==> src/design/sha256_pkg.sv <==
// ----------------------------------------------------------------------------
// SHA-256 stream hasher package
// Shared types, constants and helper functions for the SHA-256 hasher.
// ----------------------------------------------------------------------------
`default_nettype none

package sha256_pkg;

   localparam int unsigned WordWidth   = 32;
   localparam int unsigned BlockWords  = 16;
   localparam int unsigned HashWords   = 8;
   localparam int unsigned RoundCount  = 64;
   localparam int unsigned BlockAw     = 4;
   localparam int unsigned HashAw      = 3;

   typedef logic [1:0] command_type;
   localparam command_type CmdAbsorb       = 2'd0;
   localparam command_type CmdAbsorbFinish = 2'd1;
   localparam command_type CmdFinish       = 2'd2;
   localparam command_type CmdUnused       = 2'd3;

   localparam logic [7:0] PadByte = 8'h80;

   function automatic logic [31:0] round_k(input logic [5:0] idx);
      logic [31:0] k [64];
      k = '{
         32'h428a2f98, 32'h71374491, 32'hb5c0fbcf, 32'he9b5dba5,
         32'h3956c25b, 32'h59f111f1, 32'h923f82a4, 32'hab1c5ed5,
         32'hd807aa98, 32'h12835b01, 32'h243185be, 32'h550c7dc3,
         32'h72be5d74, 32'h80deb1fe, 32'h9bdc06a7, 32'hc19bf174,
         32'he49b69c1, 32'hefbe4786, 32'h0fc19dc6, 32'h240ca1cc,
         32'h2de92c6f, 32'h4a7484aa, 32'h5cb0a9dc, 32'h76f988da,
         32'h983e5152, 32'ha831c66d, 32'hb00327c8, 32'hbf597fc7,
         32'hc6e00bf3, 32'hd5a79147, 32'h06ca6351, 32'h14292967,
         32'h27b70a85, 32'h2e1b2138, 32'h4d2c6dfc, 32'h53380d13,
         32'h650a7354, 32'h766a0abb, 32'h81c2c92e, 32'h92722c85,
         32'ha2bfe8a1, 32'ha81a664b, 32'hc24b8b70, 32'hc76c51a3,
         32'hd192e819, 32'hd6990624, 32'hf40e3585, 32'h106aa070,
         32'h19a4c116, 32'h1e376c08, 32'h2748774c, 32'h34b0bcb5,
         32'h391c0cb3, 32'h4ed8aa4a, 32'h5b9cca4f, 32'h682e6ff3,
         32'h748f82ee, 32'h78a5636f, 32'h84c87814, 32'h8cc70208,
         32'h90befffa, 32'ha4506ceb, 32'hbef9a3f7, 32'hc67178f2};
      return k[idx];
   endfunction

   function automatic logic [31:0] init_h(input logic [2:0] idx);
      logic [31:0] h [8];
      h = '{32'h6a09e667, 32'hbb67ae85, 32'h3c6ef372, 32'ha54ff53a,
            32'h510e527f, 32'h9b05688c, 32'h1f83d9ab, 32'h5be0cd19};
      return h[idx];
   endfunction

   function automatic logic [31:0] rotr(input logic [31:0] x, input int unsigned n);
      return (x >> n) | (x << (32 - n));
   endfunction

   function automatic logic [31:0] small_s0(input logic [31:0] x);
      return rotr(x, 7) ^ rotr(x, 18) ^ (x >> 3);
   endfunction

   function automatic logic [31:0] small_s1(input logic [31:0] x);
      return rotr(x, 17) ^ rotr(x, 19) ^ (x >> 10);
   endfunction

   function automatic logic [31:0] big_s0(input logic [31:0] x);
      return rotr(x, 2) ^ rotr(x, 13) ^ rotr(x, 22);
   endfunction

   function automatic logic [31:0] big_s1(input logic [31:0] x);
      return rotr(x, 6) ^ rotr(x, 11) ^ rotr(x, 25);
   endfunction

   // Working variables a..h
   typedef struct packed {
      logic [31:0] a, b, c, d, e, f, g, h;
   } work_type;

   // Sequencer controls toward the round datapath
   typedef struct packed {
      logic        load;    // load a..h from hash words
      logic        round;   // perform one round
      logic [31:0] w;       // schedule word for this round
      logic [5:0]  ridx;    // round index
   } round_ctl_type;

endpackage

`default_nettype wire

==> src/design/sha256_stream_hasher_core.sv <==
// ----------------------------------------------------------------------------
// SHA-256 stream hasher core
// Byte-wide SHA-256 engine with in-line padding and word-serial digest output.
// ----------------------------------------------------------------------------
// Requests carry one byte each. A byte that does not complete a block is taken
// as a read-modify-write of the block memory. A byte that fills the block
// starts a compression: the hash words are read into a..h, a wait state covers
// the block memory read, 64 rounds run one per cycle (the first 16 take their
// words straight from the block memory), and the eight sums are fed forward
// into the hash memory. A finish pads the block byte by byte, writes the bit
// count, runs one or two compressions, then reads out the eight digest words,
// each read, captured and held until the receiver is ready; after the last one
// the hash memory reads as the initial hash values again. The block memory and
// the hash memory are single-port-read RAMs with registered reads, which set
// this sequence. After reset the block is ready at once.
// ----------------------------------------------------------------------------
`default_nettype none

module sha256_stream_hasher_core (
   input  wire logic        clock,
   input  wire logic        reset,
   input  wire logic        req_tvalid,
   output logic             req_tready,
   input  wire logic [15:0] req_tdata,   // [1:0] command, [9:2] data_byte
   output logic             rsp_tvalid,
   input  wire logic        rsp_tready,
   output logic [39:0]      rsp_tdata,   // [31:0] digest_word, [34:32] word_index
   output logic             rsp_tlast
);

   typedef enum logic [11:0] {
      S_IDLE   = 12'b000000000001,
      S_BYTE   = 12'b000000000010,  // block word read returned, merge byte
      S_PAD    = 12'b000000000100,  // issue read for next padding byte
      S_PADW   = 12'b000000001000,  // merge padding byte
      S_LEN    = 12'b000000010000,  // write length words
      S_HLOAD  = 12'b000000100000,  // read hash words into a..h
      S_WLOAD  = 12'b000001000000,  // rounds 0..15 from block memory
      S_ROUND  = 12'b000010000000,  // rounds 16..63
      S_FEED   = 12'b000100000000,  // feed-forward into hash memory
      S_OUTRD  = 12'b001000000000,  // read digest word
      S_OUT    = 12'b010000000000,  // present digest word
      S_WAIT   = 12'b100000000000   // block memory read wait before round 0
   } state_type;

   state_type   state_ff, state_in;
   logic [5:0]  fill_ff, fill_in;
   logic [63:0] bits_ff, bits_in;
   logic        fin_ff, fin_in;       // finish pending after compression
   logic        padding_ff, padding_in; // compression is part of padding
   logic        lenpend_ff, lenpend_in; // length block still to run
   logic [7:0]  byte_ff, byte_in;
   logic [6:0]  cnt_ff, cnt_in;
   logic        hinit_ff, hinit_in;   // hash memory content is stale: read as H0
   logic [31:0] w_ff [16];
   logic [31:0] w_in [16];
   logic [31:0] hcap_ff [8];
   logic [31:0] hcap_in [8];
   logic [31:0] out_ff, out_in;
   logic [2:0]  oidx_ff, oidx_in;

   // Block memory
   logic        bm_we;
   logic [3:0]  bm_wa, bm_ra;
   logic [31:0] bm_wd, bm_rd;
   // Hash memory
   logic        hm_we;
   logic [2:0]  hm_wa, hm_ra;
   logic [31:0] hm_wd, hm_rd, hm_val;

   sha256_pkg::round_ctl_type rctl;
   sha256_pkg::work_type      rinit, rwork;

   sha256_ram #(.Width(sha256_pkg::WordWidth), .Depth(sha256_pkg::BlockWords)) u_block (
      .clock(clock), .wr_en(bm_we), .wr_addr(bm_wa), .wr_data(bm_wd),
      .rd_addr(bm_ra), .rd_data(bm_rd));

   sha256_ram #(.Width(sha256_pkg::WordWidth), .Depth(sha256_pkg::HashWords)) u_hash (
      .clock(clock), .wr_en(hm_we), .wr_addr(hm_wa), .wr_data(hm_wd),
      .rd_addr(hm_ra), .rd_data(hm_val));

   sha256_round u_round (.clock(clock), .ctl(rctl), .init(rinit), .work(rwork));

   logic [1:0]  cmd;
   logic [31:0] merged, wnext;
   logic [4:0]  shamt;
   logic [3:0]  rd_slot;
   logic [2:0]  hsel;

   assign cmd = req_tdata[1:0];
   // Hash memory reads as H0 until a block has fed forward into it
   assign hm_rd = hinit_ff ? sha256_pkg::init_h(hsel) : hm_val;

   always_comb begin
      state_in   = state_ff;
      fill_in    = fill_ff;
      bits_in    = bits_ff;
      fin_in     = fin_ff;
      padding_in = padding_ff;
      lenpend_in = lenpend_ff;
      byte_in    = byte_ff;
      cnt_in     = cnt_ff;
      hinit_in   = hinit_ff;
      w_in       = w_ff;
      hcap_in    = hcap_ff;
      out_in     = out_ff;
      oidx_in    = oidx_ff;
      bm_we = 1'b0; bm_wa = fill_ff[5:2]; bm_wd = '0; bm_ra = fill_ff[5:2];
      hm_we = 1'b0; hm_wa = cnt_ff[2:0]; hm_wd = '0; hm_ra = cnt_ff[2:0];
      hsel  = 3'(cnt_ff[2:0] - 3'd1);
      req_tready = 1'b0;
      rctl = '0;
      rctl.ridx = cnt_ff[5:0];
      rinit = '0;
      shamt = 5'(5'd24 - {fill_ff[1:0], 3'b000});
      merged = (fill_ff[1:0] == 2'd0) ? ({24'd0, byte_ff} << shamt)
             : ((bm_rd & ~(32'hff << shamt)) | ({24'd0, byte_ff} << shamt));
      rd_slot = 4'(cnt_ff[3:0] + 4'd1);
      wnext = sha256_pkg::small_s1(w_ff[14]) + w_ff[9]
            + sha256_pkg::small_s0(w_ff[1]) + w_ff[0];

      case (state_ff)
         S_IDLE: begin
            req_tready = 1'b1;
            byte_in = req_tdata[9:2];
            if (req_tvalid) begin
               case (cmd)
                  sha256_pkg::CmdAbsorb, sha256_pkg::CmdAbsorbFinish: begin
                     fin_in = (cmd == sha256_pkg::CmdAbsorbFinish);
                     state_in = S_BYTE;
                  end
                  sha256_pkg::CmdFinish: begin
                     byte_in = sha256_pkg::PadByte;
                     fin_in = 1'b1;
                     padding_in = 1'b1;
                     state_in = S_PAD;
                  end
                  default: ;
               endcase
            end
         end
         // Merge the message byte into its block word
         S_BYTE: begin
            bm_we = 1'b1; bm_wd = merged;
            bits_in = bits_ff + 64'd8;
            fill_in = 6'(fill_ff + 6'd1);
            if (fill_ff == 6'd63) begin
               cnt_in = '0; state_in = S_HLOAD;
            end else if (fin_ff) begin
               byte_in = sha256_pkg::PadByte; padding_in = 1'b1; state_in = S_PAD;
            end else begin
               state_in = S_IDLE;
            end
         end
         S_PAD: begin
            state_in = S_PADW;
         end
         // Write one padding byte, decide what follows
         S_PADW: begin
            bm_we = 1'b1; bm_wd = merged;
            byte_in = 8'h00;
            fill_in = 6'(fill_ff + 6'd1);
            if (fill_ff == 6'd63) begin
               lenpend_in = 1'b1; cnt_in = '0; state_in = S_HLOAD;
            end else if (fill_ff == 6'd55) begin
               cnt_in = '0; state_in = S_LEN;
            end else begin
               state_in = S_PAD;
            end
         end
         // Write the big-endian bit count into words 14 and 15
         S_LEN: begin
            bm_we = 1'b1;
            if (cnt_ff[0] == 1'b0) begin
               bm_wa = 4'd14; bm_wd = bits_ff[63:32]; cnt_in = 7'd1;
            end else begin
               bm_wa = 4'd15; bm_wd = bits_ff[31:0];
               lenpend_in = 1'b0; fill_in = '0; cnt_in = '0; state_in = S_HLOAD;
            end
         end
         // Read hash words into a capture row, then load a..h
         S_HLOAD: begin
            hm_ra = cnt_ff[2:0];
            if (cnt_ff != 7'd0) begin
               hcap_in[hsel] = hm_rd;
            end
            if (cnt_ff == 7'd8) begin
               rinit = {hcap_ff[0], hcap_ff[1], hcap_ff[2], hcap_ff[3],
                        hcap_ff[4], hcap_ff[5], hcap_ff[6], hm_rd};
               rctl.load = 1'b1;
               bm_ra = 4'd0;
               cnt_in = '0;
               state_in = S_WAIT;
            end else begin
               cnt_in = 7'(cnt_ff + 7'd1);
            end
         end
         // Issue the read of block word 0 for round 0
         S_WAIT: begin
            bm_ra = 4'd0;
            state_in = S_WLOAD;
         end
         // Rounds 0..15 use block words straight from memory
         S_WLOAD: begin
            bm_ra = rd_slot;
            rctl.round = 1'b1; rctl.w = bm_rd;
            for (int i = 0; i < 15; i++) w_in[i] = w_ff[i + 1];
            w_in[15] = bm_rd;
            cnt_in = 7'(cnt_ff + 7'd1);
            if (cnt_ff == 7'd15) state_in = S_ROUND;
         end
         // Rounds 16..63 extend the schedule window
         S_ROUND: begin
            rctl.round = 1'b1; rctl.w = wnext;
            for (int i = 0; i < 15; i++) w_in[i] = w_ff[i + 1];
            w_in[15] = wnext;
            cnt_in = 7'(cnt_ff + 7'd1);
            if (cnt_ff == 7'd63) begin
               cnt_in = '0; state_in = S_FEED;
            end
         end
         // Add working variables back into the hash memory
         S_FEED: begin
            hm_we = 1'b1; hm_wa = cnt_ff[2:0];
            case (cnt_ff[2:0])
               3'd0: hm_wd = hcap_ff[0] + rwork.a;
               3'd1: hm_wd = hcap_ff[1] + rwork.b;
               3'd2: hm_wd = hcap_ff[2] + rwork.c;
               3'd3: hm_wd = hcap_ff[3] + rwork.d;
               3'd4: hm_wd = hcap_ff[4] + rwork.e;
               3'd5: hm_wd = hcap_ff[5] + rwork.f;
               3'd6: hm_wd = hcap_ff[6] + rwork.g;
               default: hm_wd = hcap_ff[7] + rwork.h;
            endcase
            if (cnt_ff == 7'd7) hcap_in[7] = hm_wd;
            cnt_in = 7'(cnt_ff + 7'd1);
            if (cnt_ff == 7'd7) begin
               hinit_in = 1'b0;
               cnt_in = '0;
               if (lenpend_ff) begin
                  byte_in = 8'h00; state_in = S_PAD;
               end else if (padding_ff) begin
                  oidx_in = '0; state_in = S_OUTRD;
               end else if (fin_ff) begin
                  byte_in = sha256_pkg::PadByte; padding_in = 1'b1; state_in = S_PAD;
               end else begin
                  state_in = S_IDLE;
               end
            end
         end
         S_OUTRD: begin
            hm_ra = oidx_ff;
            cnt_in = 7'd1;
            state_in = S_OUT;
         end
         // Present the digest word; drop after handshake
         S_OUT: begin
            hsel = oidx_ff;
            if (cnt_ff == 7'd1) begin
               out_in = hm_rd; cnt_in = '0;
            end else if (rsp_tready) begin
               oidx_in = 3'(oidx_ff + 3'd1);
               if (oidx_ff == 3'd7) begin
                  hinit_in = 1'b1; fill_in = '0; bits_in = '0;
                  fin_in = 1'b0; padding_in = 1'b0; state_in = S_IDLE;
               end else begin
                  state_in = S_OUTRD;
               end
            end
         end
         default: state_in = S_IDLE;
      endcase
   end

   assign rsp_tvalid = (state_ff == S_OUT) && (cnt_ff == 7'd0);
   assign rsp_tdata  = {5'd0, oidx_ff, out_ff};
   assign rsp_tlast  = (oidx_ff == 3'd7);

   always_ff @(posedge clock) begin
      if (reset) begin
         state_ff   <= S_IDLE;
         fill_ff    <= '0;
         bits_ff    <= '0;
         fin_ff     <= 1'b0;
         padding_ff <= 1'b0;
         lenpend_ff <= 1'b0;
         cnt_ff     <= '0;
         hinit_ff   <= 1'b1;
         oidx_ff    <= '0;
      end else begin
         state_ff   <= state_in;
         fill_ff    <= fill_in;
         bits_ff    <= bits_in;
         fin_ff     <= fin_in;
         padding_ff <= padding_in;
         lenpend_ff <= lenpend_in;
         cnt_ff     <= cnt_in;
         hinit_ff   <= hinit_in;
         oidx_ff    <= oidx_in;
      end
      byte_ff <= byte_in;
      w_ff    <= w_in;
      hcap_ff <= hcap_in;
      out_ff  <= out_in;
   end

endmodule

`default_nettype wire

==> src/design/sha256_ram.sv <==
// ----------------------------------------------------------------------------
// SHA-256 generic RAM
// Single write port, single read port, registered read data.
// ----------------------------------------------------------------------------
`default_nettype none

module sha256_ram #(
   parameter int unsigned Width = 32,
   parameter int unsigned Depth = 16
) (
   input  wire logic                     clock,
   input  wire logic                     wr_en,
   input  wire logic [$clog2(Depth)-1:0] wr_addr,
   input  wire logic [Width-1:0]         wr_data,
   input  wire logic [$clog2(Depth)-1:0] rd_addr,
   output logic      [Width-1:0]         rd_data
);

   logic [Width-1:0] mem [Depth];

   // Write, then register the read
   always_ff @(posedge clock) begin
      if (wr_en) begin
         mem[wr_addr] <= wr_data;
      end
      rd_data <= mem[rd_addr];
   end

endmodule

`default_nettype wire

==> src/design/sha256_round.sv <==
// ----------------------------------------------------------------------------
// SHA-256 round datapath
// Holds the working variables a..h and performs one compression round a cycle while ctl.round is set.
// ----------------------------------------------------------------------------
`default_nettype none

module sha256_round (
   input  wire logic                     clock,
   input  wire sha256_pkg::round_ctl_type ctl,
   input  wire sha256_pkg::work_type     init,
   output sha256_pkg::work_type          work
);

   sha256_pkg::work_type work_ff, work_in;
   logic [31:0] t1, t2;

   // Compute the round terms
   always_comb begin
      t1 = work_ff.h + sha256_pkg::big_s1(work_ff.e)
         + ((work_ff.e & work_ff.f) ^ (~work_ff.e & work_ff.g))
         + sha256_pkg::round_k(ctl.ridx) + ctl.w;
      t2 = sha256_pkg::big_s0(work_ff.a)
         + ((work_ff.a & work_ff.b) ^ (work_ff.a & work_ff.c) ^ (work_ff.b & work_ff.c));
      work_in = work_ff;
      if (ctl.load) begin
         work_in = init;
      end else if (ctl.round) begin
         work_in.h = work_ff.g;
         work_in.g = work_ff.f;
         work_in.f = work_ff.e;
         work_in.e = work_ff.d + t1;
         work_in.d = work_ff.c;
         work_in.c = work_ff.b;
         work_in.b = work_ff.a;
         work_in.a = t1 + t2;
      end
   end

   always_ff @(posedge clock) begin
      work_ff <= work_in;
   end

   assign work = work_ff;

endmodule

`default_nettype wire
==> config.mk <==
export PLATFORM = sky130hd
export DESIGN_NAME = sha256_stream_hasher_core
export DESIGN_NICKNAME = d
export VERILOG_FILES = /design/src/design/sha256_pkg.sv /design/src/design/sha256_stream_hasher_core.sv /design/src/design/sha256_ram.sv /design/src/design/sha256_round.sv
export SDC_FILE = /design/constraint.sdc
export NUM_CORES = 2
export LEC_CHECK = 0
export BUFFER_PORTS_ARGS = -buffer_cell sky130_fd_sc_hd__buf_2
export CAP_MARGIN = 20
export CORE_ASPECT_RATIO = 0.75
export CORE_MARGIN = 3
export CORE_UTILIZATION = 25
export CTS_CLUSTER_SIZE = 28
export DETAILED_ROUTE_END_ITERATION = 12
export PLACE_DENSITY = 0.39
export SLEW_MARGIN = 20
export SYNTH_ARGS = -nofsm -noshare
export SYNTH_HDL_FRONTEND = slang
export SYNTH_SLANG_ARGS = --single-unit
==> constraint.sdc <==
create_clock -name clock -period 19.5 [get_ports clock]
set_input_delay 3.9 -clock clock [delete_from_list [all_inputs] [get_ports clock]]
set_output_delay 3.9 -clock clock [all_outputs]
set_load 0.02 [all_outputs]
==> run summary <==
## Status
• **status** complete, no violations

## Routing
• **vias per cell** 4.99
• **met2 WL** 157,000 um
• **first-pass iteration count of the detailed router** 8
• **DR iter-0 viols** 8,413
• **Detailed Route WL** 395,000 um
• **wire length per cell** 26.6 um
• **DRC errors left** 0
• **Routed Antenna Nets** 0
• **highest metal layer with signal wires** met5
• **met3 layer wire length in the routed design** 29,200 um
• **detailed-route wire length on metal 1** 201,000 um
• **number of vias after detailed routing** 74,200

## Synth
• **combinational family with the most area after synthesis** compound AO/OA/AOI/OAI gates
• **multiplexer share of the synthesized area** 0.0119
• **count of warnings emitted by yosys** 0
• **fraction of the mapped netlist area in simple logic gates** 0.121
• **cells taking the most area after synthesis** sky130_fd_sc_hd__edfxtp_1 (53%), sky130_fd_sc_hd__nand2_1 (5.5%), sky130_fd_sc_hd__ha_1 (4.9%), sky130_fd_sc_hd__fa_1 (3.8%), sky130_fd_sc_hd__xnor2_1 (3.1%)
• **adder-cell share of the synthesized area** 0.0886
• **area share of the leading cell type in the synthesized netlist** 0.530
• **sequential share of the synthesized area** 0.560
• **number of enable flip-flop cells after synthesis** 1,832
• **Top FF cell, synth** sky130_fd_sc_hd__edfxtp_1
• **Synth async-reset ratio** 0
• **synthesized cell area** 0.104 mm2
• **Mean Syn Cell Area** 11.3 um2
• **largest area contributor in the synthesized netlist** sky130_fd_sc_hd__edfxtp_1
• **number of unique standard cell types used by synthesis** 104
• **compound-cell area share of the yosys netlist** 0.134
• **xor and xnor area share after synthesis** 0.0517
• **number of standard cells after synthesis** 9,171
• **post-synthesis register bit count** 1,989

## Clocking
• **clock transition at the register clock pins on the worst setup and hold paths after CTS** 60 ps
• **clock tree from TritonCTS** yes
• **clock latency at the later pin of the worst-skew pair** 930 ps
• **Post-CTS Setup Repair Bufs** 0
• **Clk Tree Root Cell** sky130_fd_sc_hd__clkbuf_16
• **Hold-fix buffers, CTS** 0
• **largest buffer count on any clock path** 4
• **# clock sinks** 1,989
• **cts bufs inserted** 222
• **CTS H-tree depth** 4
• **number of gates resized after cts** 0

## Power
• **Logic pwr share** 0.011
• **total leakage power** 42.4 nW
• **sequential power share** 0.520
• **total power** 0.00893 W
• **switching power summed over all nets** 0.00191 W
• **fraction of power spent switching nets** 0.214
• **pwr/cell area** 75.2 mW/mm2
• **Cell Int Power** 0.00702 W
• **Max VDD drop** 0.0000676 V
• **clock network fraction of total power** 0.470

## Layout
• **nets@finish** 9,837
• **share of final-layout standard cells stronger than drive strength 1** 0.0841
• **post-route non-filler standard cell count** 14,900
• **Filler cells** 42,200
• **synthesis-to-finish area growth** 14.3%

## Floorplan
• **row count** 204
• **die width** 750 um
• **initial standard-cell utilization of the core** 0.252
• **num ports** 63
• **chip height** 564 um
• **core footprint** 0.413 mm2
• **die outline area** 0.423 mm2

## STA
• **number of failing hold endpoints at the final stage** 0
• **setup clock skew after layout** 108 ps
• **number of setup violations in the final report** 0
• **max_slew headroom** 0.150
• **share of the clock period used by the worst path after layout** 0.644
• **worst slew pin tran** 1270 ps
• **setup TNS** 0 ps
• **Max Clock Freq** 79.7 MHz
• **Min Clock Period, post-route** 12,550 ps
• **count of pins over their slew limit** 0
• **setup repair after global routing missed its margin** false

## GRT
• **overall global routing resource usage** 0.181
• **pin count of the biggest net entering global routing** 189
• **via count of the first global-routing pass** 70,500
• **first-pass GRT wire length** 549,000 um
• **remaining global-route overflow** 0
• **number of antenna violations at the first check in global routing** 31

## Critical path
• **arrival time of data at the critical path endpoint** 13,170 ps
• **largest incremental delay on the critical path** 870 ps
• **Most common cell on crit path** sky130_fd_sc_hd__fa_1
• **type of element launching the critical path** flip-flop
• **data required time at the worst endpoint** 20,120 ps
• **Worst Setup End Kind** flip-flop
• **cell with the largest stage delay on the worst path** sky130_fd_sc_hd__xor2_1
• **critical path type** flip-flop to flip-flop
• **worst-path maximum fanout** 6

## Run
• **Max-Cap Viols** 0

## Hold path
• **path category of the worst min-delay check** flip-flop to flip-flop

## Placed design
• **routability-driven placement congestion ratio** 0.923
• **Port Buf Inserts** 51
• **post-detail-place hpwl** 280,000 um
• **total placed cells including tap cells** 14,400

area by class of cell:
type | count | area, um2 | share of cell area
Sequential cell | 1989 | 58200 | 0.490
Multi-Input combinational cell | 6310 | 43000 | 0.362
Tap cell | 5459 | 6830 | 0.0575
Clock buffer | 296 | 6000 | 0.0505
Timing Repair Buffer | 269 | 1980 | 0.0167
Inverter | 421 | 1580 | 0.0133
Clock inverter | 113 | 1100 | 0.00923
Antenna cell | 14 | 35.0 | 0.000295
worst paths after layout:
check                      start                          end  slack, ps  depth (start not counted)
max           w_ff[50]$_DFFE_PN_  u_round.work[254]$_DFFE_PP_       6950                         41
min reg2reg  w_ff[422]$_DFFE_PN_          w_ff[454]$_DFFE_PN_        340                          0
min          w_ff[422]$_DFFE_PN_          w_ff[454]$_DFFE_PN_        340                          0
max reg2reg   w_ff[50]$_DFFE_PN_  u_round.work[254]$_DFFE_PP_       6950                         41
worst max-delay path, delay by kind of cell (launching register included):
family | cells | cell delay [ps]
XOR/XNOR | 5 | 1710
AO/OA/AOI/OAI | 18 | 5140
adder cells (fa/ha/maj) | 10 | 4150
buffers and inverters | 6 | 470
flip-flops | 1 | 580
AND/OR/NAND/NOR | 2 | 160
flip-flops by register name (all words and copies together), names as in the netlist, 3 cells and up:
register / flops
w_ff: 512
out_ff: 32
oidx_ff: 3
u_hash.mem: 256
u_hash.rd_data: 32
u_round.work: 256
hcap_ff: 256
cnt_ff: 7
bits_ff: 61
fill_ff: 6
u_block.rd_data: 32
u_block.mem: 512
state_ff: 12
byte_ff: 8
layout by cell type, fill, tap and decap left out, drive strengths merged, types with 54 or more instances in the layout:
| cell | n |
|---|---|
| a311oi | 83 |
| edfxtp | 1832 |
| ha | 409 |
| fa | 195 |
| or3 | 54 |
| a21oi | 519 |
| a211oi | 237 |
| o21bai | 55 |
| xor2 | 246 |
| nor2b | 59 |
| nand3 | 263 |
| clkbuf | 296 |
| xnor2 | 364 |
| nand2 | 1531 |
| o21ai | 402 |
| nor2 | 419 |
| clkinv | 83 |
| a22oi | 55 |
| and2 | 146 |
| buf | 269 |
| o22ai | 64 |
| mux2i | 60 |
| o21a | 66 |
| nand2b | 62 |
| nor3 | 107 |
| inv | 425 |
| dfxtp | 157 |
| a31oi | 118 |
| and3 | 60 |
| a21o | 235 |
power by group through the flow:
stage / Sequential, W / Clock [W] / Combinational, W
after floorplan: 0.00471 / 0 / 0.0000591
after global placement: 0.00473 / 0 / 0.0000940
final: 0.00464 / 0.00419 / 0.0000964
after detailed placement: 0.00473 / 0 / 0.0000950
after CTS: 0.00464 / 0.00434 / 0.0000953
after global routing: 0.00464 / 0.00450 / 0.000105
per-layer routing:
layer	vias up	track usage
met1	37500	0.289
met5	-	0
li1	33500	-
met2	2696	0.249
met3	443	0.0316
met4	4	0.0385
cells by family (layout without fill, tap and decap cells):
family	count (synthesis)	in the layout
xor gates and xnor gates	611	611
and+or+nand+nor	2840	2840
adders and majority gates	622	622
other	1	19
muxes	106	106
AOI/OAI and AO/OA	2126	2126
buffers and inverters	876	1099
DFF	1989	1989
per-stage QoR:
stage                     worst slack [ps]  utilization  area (um2)  hold WS [ps]
after CTS                             7060        0.287      119000           325
final                                 6950        0.288      119000           341
after detailed placement              7120        0.270      111000           405
after global routing                  6540        0.288      119000           334
after global placement                6950        0.270      111000           400
after floorplan                       4170            -      104000           400
cells in the mapped netlist, types with 18 or more instances:
cell	instances
sky130_fd_sc_hd__nand2_1	1529
sky130_fd_sc_hd__nor3_1	106
sky130_fd_sc_hd__o21bai_1	55
sky130_fd_sc_hd__or2_2	19
sky130_fd_sc_hd__nand3_1	263
sky130_fd_sc_hd__o22ai_1	64
sky130_fd_sc_hd__dfxtp_1	157
sky130_fd_sc_hd__nor2b_1	59
sky130_fd_sc_hd__a21o_1	235
sky130_fd_sc_hd__buf_2	31
sky130_fd_sc_hd__a31oi_1	117
sky130_fd_sc_hd__ha_1	409
sky130_fd_sc_hd__maj3_1	18
sky130_fd_sc_hd__o21a_1	66
sky130_fd_sc_hd__clkbuf_1	375
sky130_fd_sc_hd__xnor2_1	364
sky130_fd_sc_hd__and2_1	121
sky130_fd_sc_hd__and2_0	25
sky130_fd_sc_hd__nor2_1	415
sky130_fd_sc_hd__a221oi_1	36
sky130_fd_sc_hd__mux2_2	36
sky130_fd_sc_hd__a311oi_1	82
sky130_fd_sc_hd__fa_1	195
sky130_fd_sc_hd__xor2_1	246
sky130_fd_sc_hd__a22oi_1	54
sky130_fd_sc_hd__mux2i_1	60
sky130_fd_sc_hd__nand4_1	42
sky130_fd_sc_hd__edfxtp_1	1832
sky130_fd_sc_hd__a211oi_1	236
sky130_fd_sc_hd__buf_1	31
sky130_fd_sc_hd__a21oi_1	518
sky130_fd_sc_hd__o31ai_1	27
sky130_fd_sc_hd__or3_1	53
sky130_fd_sc_hd__o211ai_1	51
sky130_fd_sc_hd__nand2b_1	62
sky130_fd_sc_hd__inv_1	419
sky130_fd_sc_hd__and3_1	60
sky130_fd_sc_hd__o21ai_0	398
No activity file was read; power rests on OpenSTA's default activity.
